`src/sv/thws_pkg.sv`:
```
`default_nettype none
package thws_pkg;

  localparam logic [1:0] OP_BOOT = 2'd0;
  localparam logic [1:0] OP_BEAT = 2'd1;
  localparam logic [1:0] OP_TICK = 2'd2;

  localparam logic [1:0] REG_GRACE_TICKS  = 2'd0;
  localparam logic [1:0] REG_CHECK_PERIOD = 2'd1;
  localparam logic [1:0] REG_STABLE_CHECKS = 2'd2;
  localparam logic [1:0] REG_WARN_BOOT    = 2'd3;

  localparam logic [7:0]  GRACE_RESET  = 8'd30;
  localparam logic [7:0]  PERIOD_RESET = 8'd5;
  localparam logic [15:0] STABLE_RESET = 16'd60;
  localparam logic [15:0] WARN_RESET   = 16'd5;

  localparam logic [15:0] MAGIC_HI  = 16'hB007;
  localparam logic [15:0] COUNT_MAX = 16'hFFFF;

  localparam int S_TDATA_W = 40;
  localparam int S_TUSER_W = 2;
  localparam int M_TDATA_W = 56;
  localparam int PADDR_W   = 4;

  typedef struct packed {
    logic [7:0]  grace_ticks;
    logic [7:0]  check_period_ticks;
    logic [15:0] stable_checks;
    logic [15:0] warn_boot_count;
  } cfg_t;

  typedef struct packed {
    logic [31:0] backup_word;
    logic [4:0]  task_id;
    logic [1:0]  operation;
  } item_t;

  typedef struct packed {
    logic        tasks_ok;
    logic        check_done;
    logic        repeated_reset;
    logic [15:0] boot_count;
    logic [31:0] backup_value;
    logic        backup_write;
    logic        refresh;
  } res_t;

endpackage
`default_nettype wire

```
`src/sv/task_heartbeat_watchdog_supervisor.sv`:
```
// Task heartbeat watchdog supervisor.
// Input stream (s_*): one transaction per event. s_tuser holds the operation
// (boot, heartbeat, tick); s_tdata holds task_id and the retained backup word.
// Output stream (m_*): exactly one result transaction per input transaction,
// in order, carrying refresh, backup write request and value, cached boot
// count, repeated-reset flag and the outcome of a completed heartbeat check.
// Configuration: APB port with four registers (grace ticks, check period,
// stable checks, warn boot count); pready is always high.
// Timing: an input transaction is captured in the input register, processed
// against the supervisor state and lands in the output register, which
// drives m_tvalid. Throughput is one transaction per cycle while m_tready
// stays high, set by the combinational state update between the input and
// output registers.
// When m_tready is low the output register holds its result and the input
// register still takes one more transaction; further input waits.
// Reset (rst, synchronous) restores register defaults, starts the grace
// phase, clears heartbeat flags and counters and empties both registers.
`default_nettype none
module task_heartbeat_watchdog_supervisor
  import thws_pkg::*;
#(
  parameter int TASKS = 8
) (
  input  wire logic                 clk,
  input  wire logic                 rst,
  input  wire logic                 s_tvalid,
  output logic                      s_tready,
  // [4:0] task_id, [36:5] backup_word, zero pad above
  input  wire logic [S_TDATA_W-1:0] s_tdata,
  // [1:0] operation
  input  wire logic [S_TUSER_W-1:0] s_tuser,
  output logic                      m_tvalid,
  input  wire logic                 m_tready,
  // [0] refresh, [1] backup_write, [33:2] backup_value, [49:34] boot_count,
  // [50] repeated_reset, [51] check_done, [52] tasks_ok, zero pad above
  output logic [M_TDATA_W-1:0]      m_tdata,
  input  wire logic                 psel,
  input  wire logic                 penable,
  input  wire logic                 pwrite,
  input  wire logic [PADDR_W-1:0]   paddr,
  input  wire logic [31:0]          pwdata,
  output logic [31:0]               prdata,
  output logic                      pready
);

  cfg_t  cfg;
  item_t in_item;
  logic  in_valid;
  logic  step;
  res_t  res;
  res_t  out_res;

  assign pready   = 1'b1;
  assign step     = in_valid && (!m_tvalid || m_tready);
  assign s_tready = !in_valid || step;

  thws_cfg_regs u_cfg_regs (
    .clk     (clk),
    .rst     (rst),
    .psel    (psel),
    .penable (penable),
    .pwrite  (pwrite),
    .paddr   (paddr),
    .pwdata  (pwdata),
    .prdata  (prdata),
    .cfg     (cfg)
  );

  always_ff @(posedge clk) begin
    if (rst) begin
      in_valid <= 1'b0;
    end else if (s_tready) begin
      in_valid <= s_tvalid;
    end
  end

  always_ff @(posedge clk) begin
    if (s_tvalid && s_tready) begin
      in_item.operation   <= s_tuser[1:0];
      in_item.task_id     <= s_tdata[4:0];
      in_item.backup_word <= s_tdata[36:5];
    end
  end

  thws_core #(
    .TASKS (TASKS)
  ) u_core (
    .clk  (clk),
    .rst  (rst),
    .step (step),
    .item (in_item),
    .cfg  (cfg),
    .res  (res)
  );

  always_ff @(posedge clk) begin
    if (rst) begin
      m_tvalid <= 1'b0;
    end else if (step) begin
      m_tvalid <= 1'b1;
    end else if (m_tready) begin
      m_tvalid <= 1'b0;
    end
  end

  always_ff @(posedge clk) begin
    if (step) out_res <= res;
  end

  assign m_tdata = {{(M_TDATA_W - $bits(res_t)){1'b0}}, out_res};

endmodule
`default_nettype wire

```
`src/sv/thws_cfg_regs.sv`:
```
`default_nettype none
module thws_cfg_regs
  import thws_pkg::*;
(
  input  wire logic               clk,
  input  wire logic               rst,
  input  wire logic               psel,
  input  wire logic               penable,
  input  wire logic               pwrite,
  input  wire logic [PADDR_W-1:0] paddr,
  input  wire logic [31:0]        pwdata,
  output logic [31:0]             prdata,
  output cfg_t                    cfg
);

  logic       wr_en;
  logic [1:0] reg_index;

  assign wr_en     = psel && penable && pwrite;
  assign reg_index = paddr[3:2];

  always_ff @(posedge clk) begin
    if (rst) begin
      cfg.grace_ticks        <= GRACE_RESET;
      cfg.check_period_ticks <= PERIOD_RESET;
      cfg.stable_checks      <= STABLE_RESET;
      cfg.warn_boot_count    <= WARN_RESET;
    end else if (wr_en) begin
      unique case (reg_index)
        REG_GRACE_TICKS:   cfg.grace_ticks        <= pwdata[7:0];
        REG_CHECK_PERIOD:  cfg.check_period_ticks <= pwdata[7:0];
        REG_STABLE_CHECKS: cfg.stable_checks      <= pwdata[15:0];
        REG_WARN_BOOT:     cfg.warn_boot_count    <= pwdata[15:0];
        default: ;
      endcase
    end
  end

  always_comb begin
    unique case (reg_index)
      REG_GRACE_TICKS:   prdata = {24'd0, cfg.grace_ticks};
      REG_CHECK_PERIOD:  prdata = {24'd0, cfg.check_period_ticks};
      REG_STABLE_CHECKS: prdata = {16'd0, cfg.stable_checks};
      REG_WARN_BOOT:     prdata = {16'd0, cfg.warn_boot_count};
      default:           prdata = 32'd0;
    endcase
  end

endmodule
`default_nettype wire

```
`src/sv/thws_core.sv`:
```
`default_nettype none
module thws_core
  import thws_pkg::*;
#(
  parameter int TASKS = 8
) (
  input  wire logic  clk,
  input  wire logic  rst,
  input  wire logic  step,
  input  wire item_t item,
  input  wire cfg_t  cfg,
  output res_t       res
);

  logic [TASKS-1:0] seen_flags, seen_flags_next;
  logic             in_grace, in_grace_next;
  logic [7:0]       tick_count, tick_count_next;
  logic [15:0]      stable_count, stable_count_next;
  logic             boot_cleared, boot_cleared_next;
  logic [15:0]      cached_boot_count, cached_boot_count_next;

  logic [15:0] boot_cnt;
  logic [7:0]  tick_inc;
  logic [15:0] stable_inc;
  logic        alive;

  always_ff @(posedge clk) begin
    if (rst) begin
      seen_flags        <= '0;
      in_grace          <= 1'b1;
      tick_count        <= 8'd0;
      stable_count      <= 16'd0;
      boot_cleared      <= 1'b0;
      cached_boot_count <= 16'd0;
    end else if (step) begin
      seen_flags        <= seen_flags_next;
      in_grace          <= in_grace_next;
      tick_count        <= tick_count_next;
      stable_count      <= stable_count_next;
      boot_cleared      <= boot_cleared_next;
      cached_boot_count <= cached_boot_count_next;
    end
  end

  always_comb begin
    if (item.backup_word[31:16] == MAGIC_HI) begin
      boot_cnt = (item.backup_word[15:0] == COUNT_MAX) ? COUNT_MAX
                                                       : item.backup_word[15:0] + 16'd1;
    end else begin
      boot_cnt = 16'd1;
    end
    tick_inc   = tick_count + 8'd1;
    stable_inc = (stable_count == COUNT_MAX) ? stable_count : stable_count + 16'd1;
    alive      = &seen_flags;
  end

  always_comb begin
    seen_flags_next        = seen_flags;
    in_grace_next          = in_grace;
    tick_count_next        = tick_count;
    stable_count_next      = stable_count;
    boot_cleared_next      = boot_cleared;
    cached_boot_count_next = cached_boot_count;
    res                    = '0;

    case (item.operation)
      OP_BOOT: begin
        res.backup_write       = 1'b1;
        res.backup_value       = {MAGIC_HI, boot_cnt};
        cached_boot_count_next = boot_cnt;
        in_grace_next          = 1'b1;
        tick_count_next        = 8'd0;
        seen_flags_next        = '0;
        stable_count_next      = 16'd0;
        boot_cleared_next      = 1'b0;
      end
      OP_BEAT: begin
        for (int i = 0; i < TASKS; i++) begin
          if (item.task_id == 5'(i)) seen_flags_next[i] = 1'b1;
        end
      end
      OP_TICK: begin
        tick_count_next = tick_inc;
        if (in_grace) begin
          res.refresh = 1'b1;
          if (tick_inc >= cfg.grace_ticks) begin
            in_grace_next   = 1'b0;
            tick_count_next = 8'd0;
            seen_flags_next = '0;
          end
        end else if (tick_inc >= cfg.check_period_ticks) begin
          tick_count_next = 8'd0;
          res.check_done  = 1'b1;
          res.tasks_ok    = alive;
          seen_flags_next = '0;
          if (alive) begin
            res.refresh = 1'b1;
            if (!boot_cleared) begin
              stable_count_next = stable_inc;
              if (stable_inc >= cfg.stable_checks) begin
                res.backup_write  = 1'b1;
                res.backup_value  = {MAGIC_HI, 16'd0};
                boot_cleared_next = 1'b1;
              end
            end
          end else begin
            stable_count_next = 16'd0;
          end
        end
      end
      default: ;
    endcase

    res.boot_count     = cached_boot_count_next;
    res.repeated_reset = (cached_boot_count_next >= cfg.warn_boot_count);
  end

endmodule
`default_nettype wire

```
`config.mk`:
```
export PLATFORM = sky130hd
export DESIGN_NAME = task_heartbeat_watchdog_supervisor
export DESIGN_NICKNAME = d
export VERILOG_FILES = /design/src/sv/thws_pkg.sv /design/src/sv/task_heartbeat_watchdog_supervisor.sv /design/src/sv/thws_cfg_regs.sv /design/src/sv/thws_core.sv
export SDC_FILE = /design/constraint.sdc
export NUM_CORES = 1
export LEC_CHECK = 0
export BUFFER_PORTS_ARGS = -buffer_cell sky130_fd_sc_hd__buf_2
export CAP_MARGIN = 40
export CORE_ASPECT_RATIO = 0.9
export CORE_MARGIN = 4
export CORE_UTILIZATION = 50
export CTS_CLUSTER_DIAMETER = 150
export DETAILED_ROUTE_END_ITERATION = 16
export HOLD_SLACK_MARGIN = 0.03
export PLACE_DENSITY = 0.85
export SLEW_MARGIN = 15
export SYNTH_ARGS = -nofsm -noshare
export SYNTH_HDL_FRONTEND = slang
export SYNTH_SLANG_ARGS = --single-unit
export TNS_END_PERCENT = 10
```
`constraint.sdc`:
```
create_clock -name clk -period 2.9 [get_ports clk]
set_input_delay 0.29 -clock clk [delete_from_list [all_inputs] [get_ports clk]]
set_output_delay 0.29 -clock clk [all_outputs]
set_load 0.01 [all_outputs]
```
# Word-level counts from Yosys, hierarchy flattened
# Index checks and enable logic that the tools add are counted.
# totals
ff_bits,192
latch_bits,0
mem_bits_rw,0
romBits,0
inputBits,85
out_inout_bits,91
wordCells,144
memories,0
# op_classes
n_addsub,3
multipliers,0
n_div,0
n_lt_le_gt_ge,4
eq_ne,29
shifts,0
n_mux,45
bitwise_logic,2
reduce_logical,32
# ops
operator,n
$mux 16,8
$pmux 32 s4,1
$mux 33,3
$mux 34,2
$pmux 33 s2,1
$reduce_and 5->1,10
$eq 16x16->1 const B,3
$mux 8,6
$add 16x1->16 const B,2
$ge 16x16->1,2
$pmux 16 s2,1
$pmux 8 s3,1
$eq 5x3->1 const B,4
$ne 2x1->1 const B,10
$mux 1,19
$ge 8x8->1,2
$pmux 8 s2,1
$eq 5x2->1 const B,2
$reduce_and 2->1,5
$add 8x1->8 const B,1
$reduce_and 8->1,1
$eq 2x2->1 const B,3
$ne 3x3->1 const B,2
$eq 5x1->1 const B,1
other kinds (14),24

# Depth between registers and ports, before layout
# depth
word_depth,9
depth_mapped,15
depth_no_buf,14

# Hierarchy
# From an unflattened synthesis, not the netlist that was laid out.
# unflattened
cells_unflattened,892
area_unflattened_um2,9708.1
# by_module_without_submodules
mod,instances,cells_each,area_per_inst_um2,seq_area_each_um2
thws_core,1,554,4337.9,1001.0
task_heartbeat_watchdog_supervisor,1,108,2904.0,2802.7
thws_cfg_regs,1,230,2466.1,960.9

# Least setup slack after synthesis
# Ideal clock, no wire load.
# synth_timing
kind,flip-flop to flip-flop
from,register in_item[33] in the netlist's numbering
to,register out_res (netlist bit m_tdata[50]) (data pin)
setup_time_ns,0.256
arrival_ns,2.892
t_required_ns,2.644
slack_ns,-0.249
path_stages_with_launch,14
n_path_buf,1
period_less_slack_ns,3.149
cell_sequence,edfxtp_1 > nor4bb_1 > nand4_1 > nor2_2 > nand2b_1 > buf_2 > nor3_1 > a21o_1 > ha_1 > a21o_1 > a211o_1 > or4b_2 > a21oi_1 > nor3_1
# synth_lines
element,line_no,text
"start, declared",task_heartbeat_watchdog_supervisor.sv:47,item_t in_item;
"end signal, assigned",task_heartbeat_watchdog_supervisor.sv:107,if (step) out_res <= res;
"end, declared",task_heartbeat_watchdog_supervisor.sv:51,res_t out_res;

==> results.json <==
{
  "max_slew_margin": 0.480,
  "r2r_end": "m_tdata[50]$_DFFE_PP_",
  "tightest_slew_ps": 780,
  "status": "finished, violations left",
  "drtAntennaViolNets": 0,
  "rr_startpoint": "in_item[7]$_DFFE_PP_",
  "min_path_cells": 3,
  "hp-class": "in -> reg",
  "startpoint_type": "flip-flop",
  "slew_violations": 0,
  "rsz0062_at_grt": "true",
  "swShare": 0.237,
  "timing.final.crit_period_ps": 3230,
  "vias_per_cell": 5.67,
  "highest_layer": "met4",
  "area_growth_pct": 32.7,
  "layout_setup_ws_ps": -335,
  "required_ps": 3090,
  "fp.dieW_um": 150,
  "ff2ff_path_depth": 12,
  "maxCapViolations": 0,
  "dp_cells": 1359,
  "final_cell_mix": "124 x nand2_1, 124 x buf_2, 120 x buf_4, 94 x dfxtp_1, 76 x edfxtp_1",
  "cp-end-kind": "flip-flop",
  "cts_buffer_depth": 2,
  "intPower_mw": 4.22,
  "clkPwrFrac": 0.430,
  "min-delay-start": "s_tvalid",
  "wl_met1_um": 10200,
  "synth_top_flop_cell": "dfxtp_1",
  "drc": 0,
  "pre_cts_ws_ps": -264,
  "max_freq_mhz": 309,
  "gp_congestion": 0.883,
  "clk_pin_slew_worst_paths_ps": 70,
  "ys_async_sr_fraction": 0,
  "synth_edf_count": 76,
  "grt_pass1_wl_um": 38400,
  "vias": 8197,
  "violations": "negative setup slack",
  "drt_iter0_markers": 766,
  "ys_seq_elements": 176,
  "hold_viol": 0,
  "rows": 46,
  "power_switching_mw": 1.31,
  "dp_hpwl_um": 16800,
  "dieArea_um2": 20400,
  "synth_area_per_cell_um2": 9.74,
  "yosys_warnings": 0,
  "drtPass1Iterations": 6,
  "numPortBuffers": 124,
  "wl_um": 26300,
  "r2r_slack_ps": -330,
  "finalCoreUtilization": 0.679,
  "start_util": 0.511,
  "nets": 1329,
  "antenna_found_initial": 0,
  "finalSetupViolCount": 3,
  "detail_route.wl_per_cell_um": 18.2,
  "irDropWorstVdd_mv": 0.437,
  "drive_gt1_frac": 0.318,
  "fin_crit_sh": 1.12,
  "dr_wl_met2_um": 13000,
  "power_density_nw_per_um2": 459,
  "insertion_delay_ps": 440,
  "diodes": 0,
  "clock-sinks": 176,
  "cts_root_buffer": "clkbuf_16",
  "grt_usage": 0.238,
  "cp_data_arrival_time_ps": 3420,
  "total_power_mw": 5.52,
  "seq_power_share": 0.488,
  "ys_seq_area_frac": 0.473,
  "cts-buffers-inserted": 17,
  "synthDistinctLibCells": 70,
  "p_leak_nw": 5.19,
  "grt_overflow": 0,
  "layout.cells.non_filler": 1446,
  "chipHeight_um": 136,
  "dr_wl_met3_um": 2140,
  "holdWs_ps": 79.7,
  "io_pins": 176,
  "grt_max_degree": 40,
  "hold_path_end": "in_valid$_SDFFE_PP0N_",
  "coreArea_um2": 17700,
  "combPwrFrac": 0.082,
  "syn_inst": 931,
  "fin_skew_ps": 13.4,
  "cts_tree": "built",
  "crit_fanout": 3,
  "worstSetupPathType": "reg -> reg",
  "h-tree-depth": 4,
  "grt_pass1_vias": 7717,
  "syn-cell-area_um2": 9060
}
==> per-layer routing <==
| metal | vias up | global-route usage |
|---|---|---|
| met2 | 465 | 0.404 |
| met5 | - | 0 |
| met3 | 79 | 0.0569 |
| met1 | 3885 | 0.296 |
| li1 | 3768 | - |
| met4 | 0 | 0.0849 |
==> worst max-delay path, cell delays in order, from the launching register on <==
cell and delay (ps):
edfxtp_1 380, ha_2 230, nand2_4 70, nor4_4 380, nand3_1 170, mux2i_2 250, nor2_2 60, a21o_1 220
ha_4 240, a211o_1 310, or4b_4 490, a21oi_2 110, nor3_1 70
==> worst max path at each step <==
stage / startpoint / end / slack, ps
finish: in_item[7]$_DFFE_PP_ / m_tdata[50]$_DFFE_PP_ / -330
CTS: in_item[12]$_DFFE_PP_ / m_tdata[50]$_DFFE_PP_ / -220
detailed placement: u_core.stable_count[11]$_SDFFE_PP0P_ / m_tdata[31]$_DFFE_PP_ / -260
global placement: in_item[7]$_DFFE_PP_ / m_tdata[50]$_DFFE_PP_ / -200
global route: in_item[12]$_DFFE_PP_ / m_tdata[50]$_DFFE_PP_ / -500
floorplan: in_item[10]$_DFFE_PP_ / m_tdata[50]$_DFFE_PP_ / -60
==> sequential cells by signal (all words and copies together), names as in the netlist, 8 cells and up <==
register,flops
u_cfg_regs.cfg,48
in_item,39
m_tdata,37
u_core.cached_boot_count,16
u_core.stable_count,16
u_core.seen_flags,8
u_core.tick_count,8
==> stage by stage <==
stage | cell area, um2 | TNS (ps)
5_1_grt | 12000 | -1240
2_1_floorplan | 9230 | -55.8
3_5_place_dp | 10500 | -638
4_1_cts | 11600 | -423
3_3_place_gp | 10500 | -338
6_report | 12000 | -519
==> cells in the mapped netlist (6+ instances only) <==
master | count | share of area
o21ai_0 | 26 | 0.014
dfxtp_1 | 100 | 0.22
edfxtp_1 | 76 | 0.25
a22o_1 | 11 | 0.011
xor2_1 | 8 | 0.0077
nand3_1 | 25 | 0.014
nor2b_1 | 14 | 0.0097
nor2_1 | 66 | 0.027
nand2b_1 | 14 | 0.0097
nand4_1 | 17 | 0.012
nor3_1 | 14 | 0.0077
a31oi_1 | 8 | 0.0055
clkbuf_1 | 23 | 0.0095
buf_2 | 7 | 0.0039
ha_1 | 51 | 0.070
a32o_1 | 9 | 0.0099
buf_4 | 38 | 0.031
mux2i_1 | 18 | 0.020
inv_1 | 56 | 0.023
a211oi_1 | 6 | 0.0050
and3_1 | 12 | 0.0083
nand2_1 | 128 | 0.053
nand3b_1 | 9 | 0.0075
a21o_1 | 24 | 0.020
xnor2_1 | 8 | 0.0077
mux4_2 | 8 | 0.020
or2_2 | 6 | 0.0041
a21oi_1 | 68 | 0.038
a211o_1 | 12 | 0.012
==> power groups by stage <==
stage	sequential [mW]	clock (mW)	combinational [mW]
finish	2.69	2.38	0.454
detailed placement	2.75	0	0.377
CTS	2.69	2.39	0.424
global route	2.70	2.50	0.493
global placement	2.74	0	0.370
floorplan	2.76	0	0.235
==> cell families after synthesis <==
| family | synth area share |
|---|---|
| adders and majority gates | 0.0704 |
| DFF | 0.473 |
| muxes | 0.0410 |
| AOI/OAI and AO/OA | 0.145 |
| xor gates and xnor gates | 0.0155 |
| buffers and inverters | 0.0734 |
| other | 0.000828 |
| and+or+nand+nor | 0.181 |
==> timing repair <==
action,CTS,global route
hold buffers,38,1
endpoints found under the hold margin,38,1
gates resized for setup,14,72
buffers inserted,5,10
pin swaps,8,26
setup endpoints to repair,3,33
==> area by class of cell <==
type	count	area, um2
repair buffers	288	1990
well taps	240	300
clock buffers	17	425
inverters	56	210
flip-flops and latches	176	4300
clock inverters	15	176
multi-input cells	654	4630
fillers	1260	5700
No activity file was read; power rests on OpenSTA's default activity.
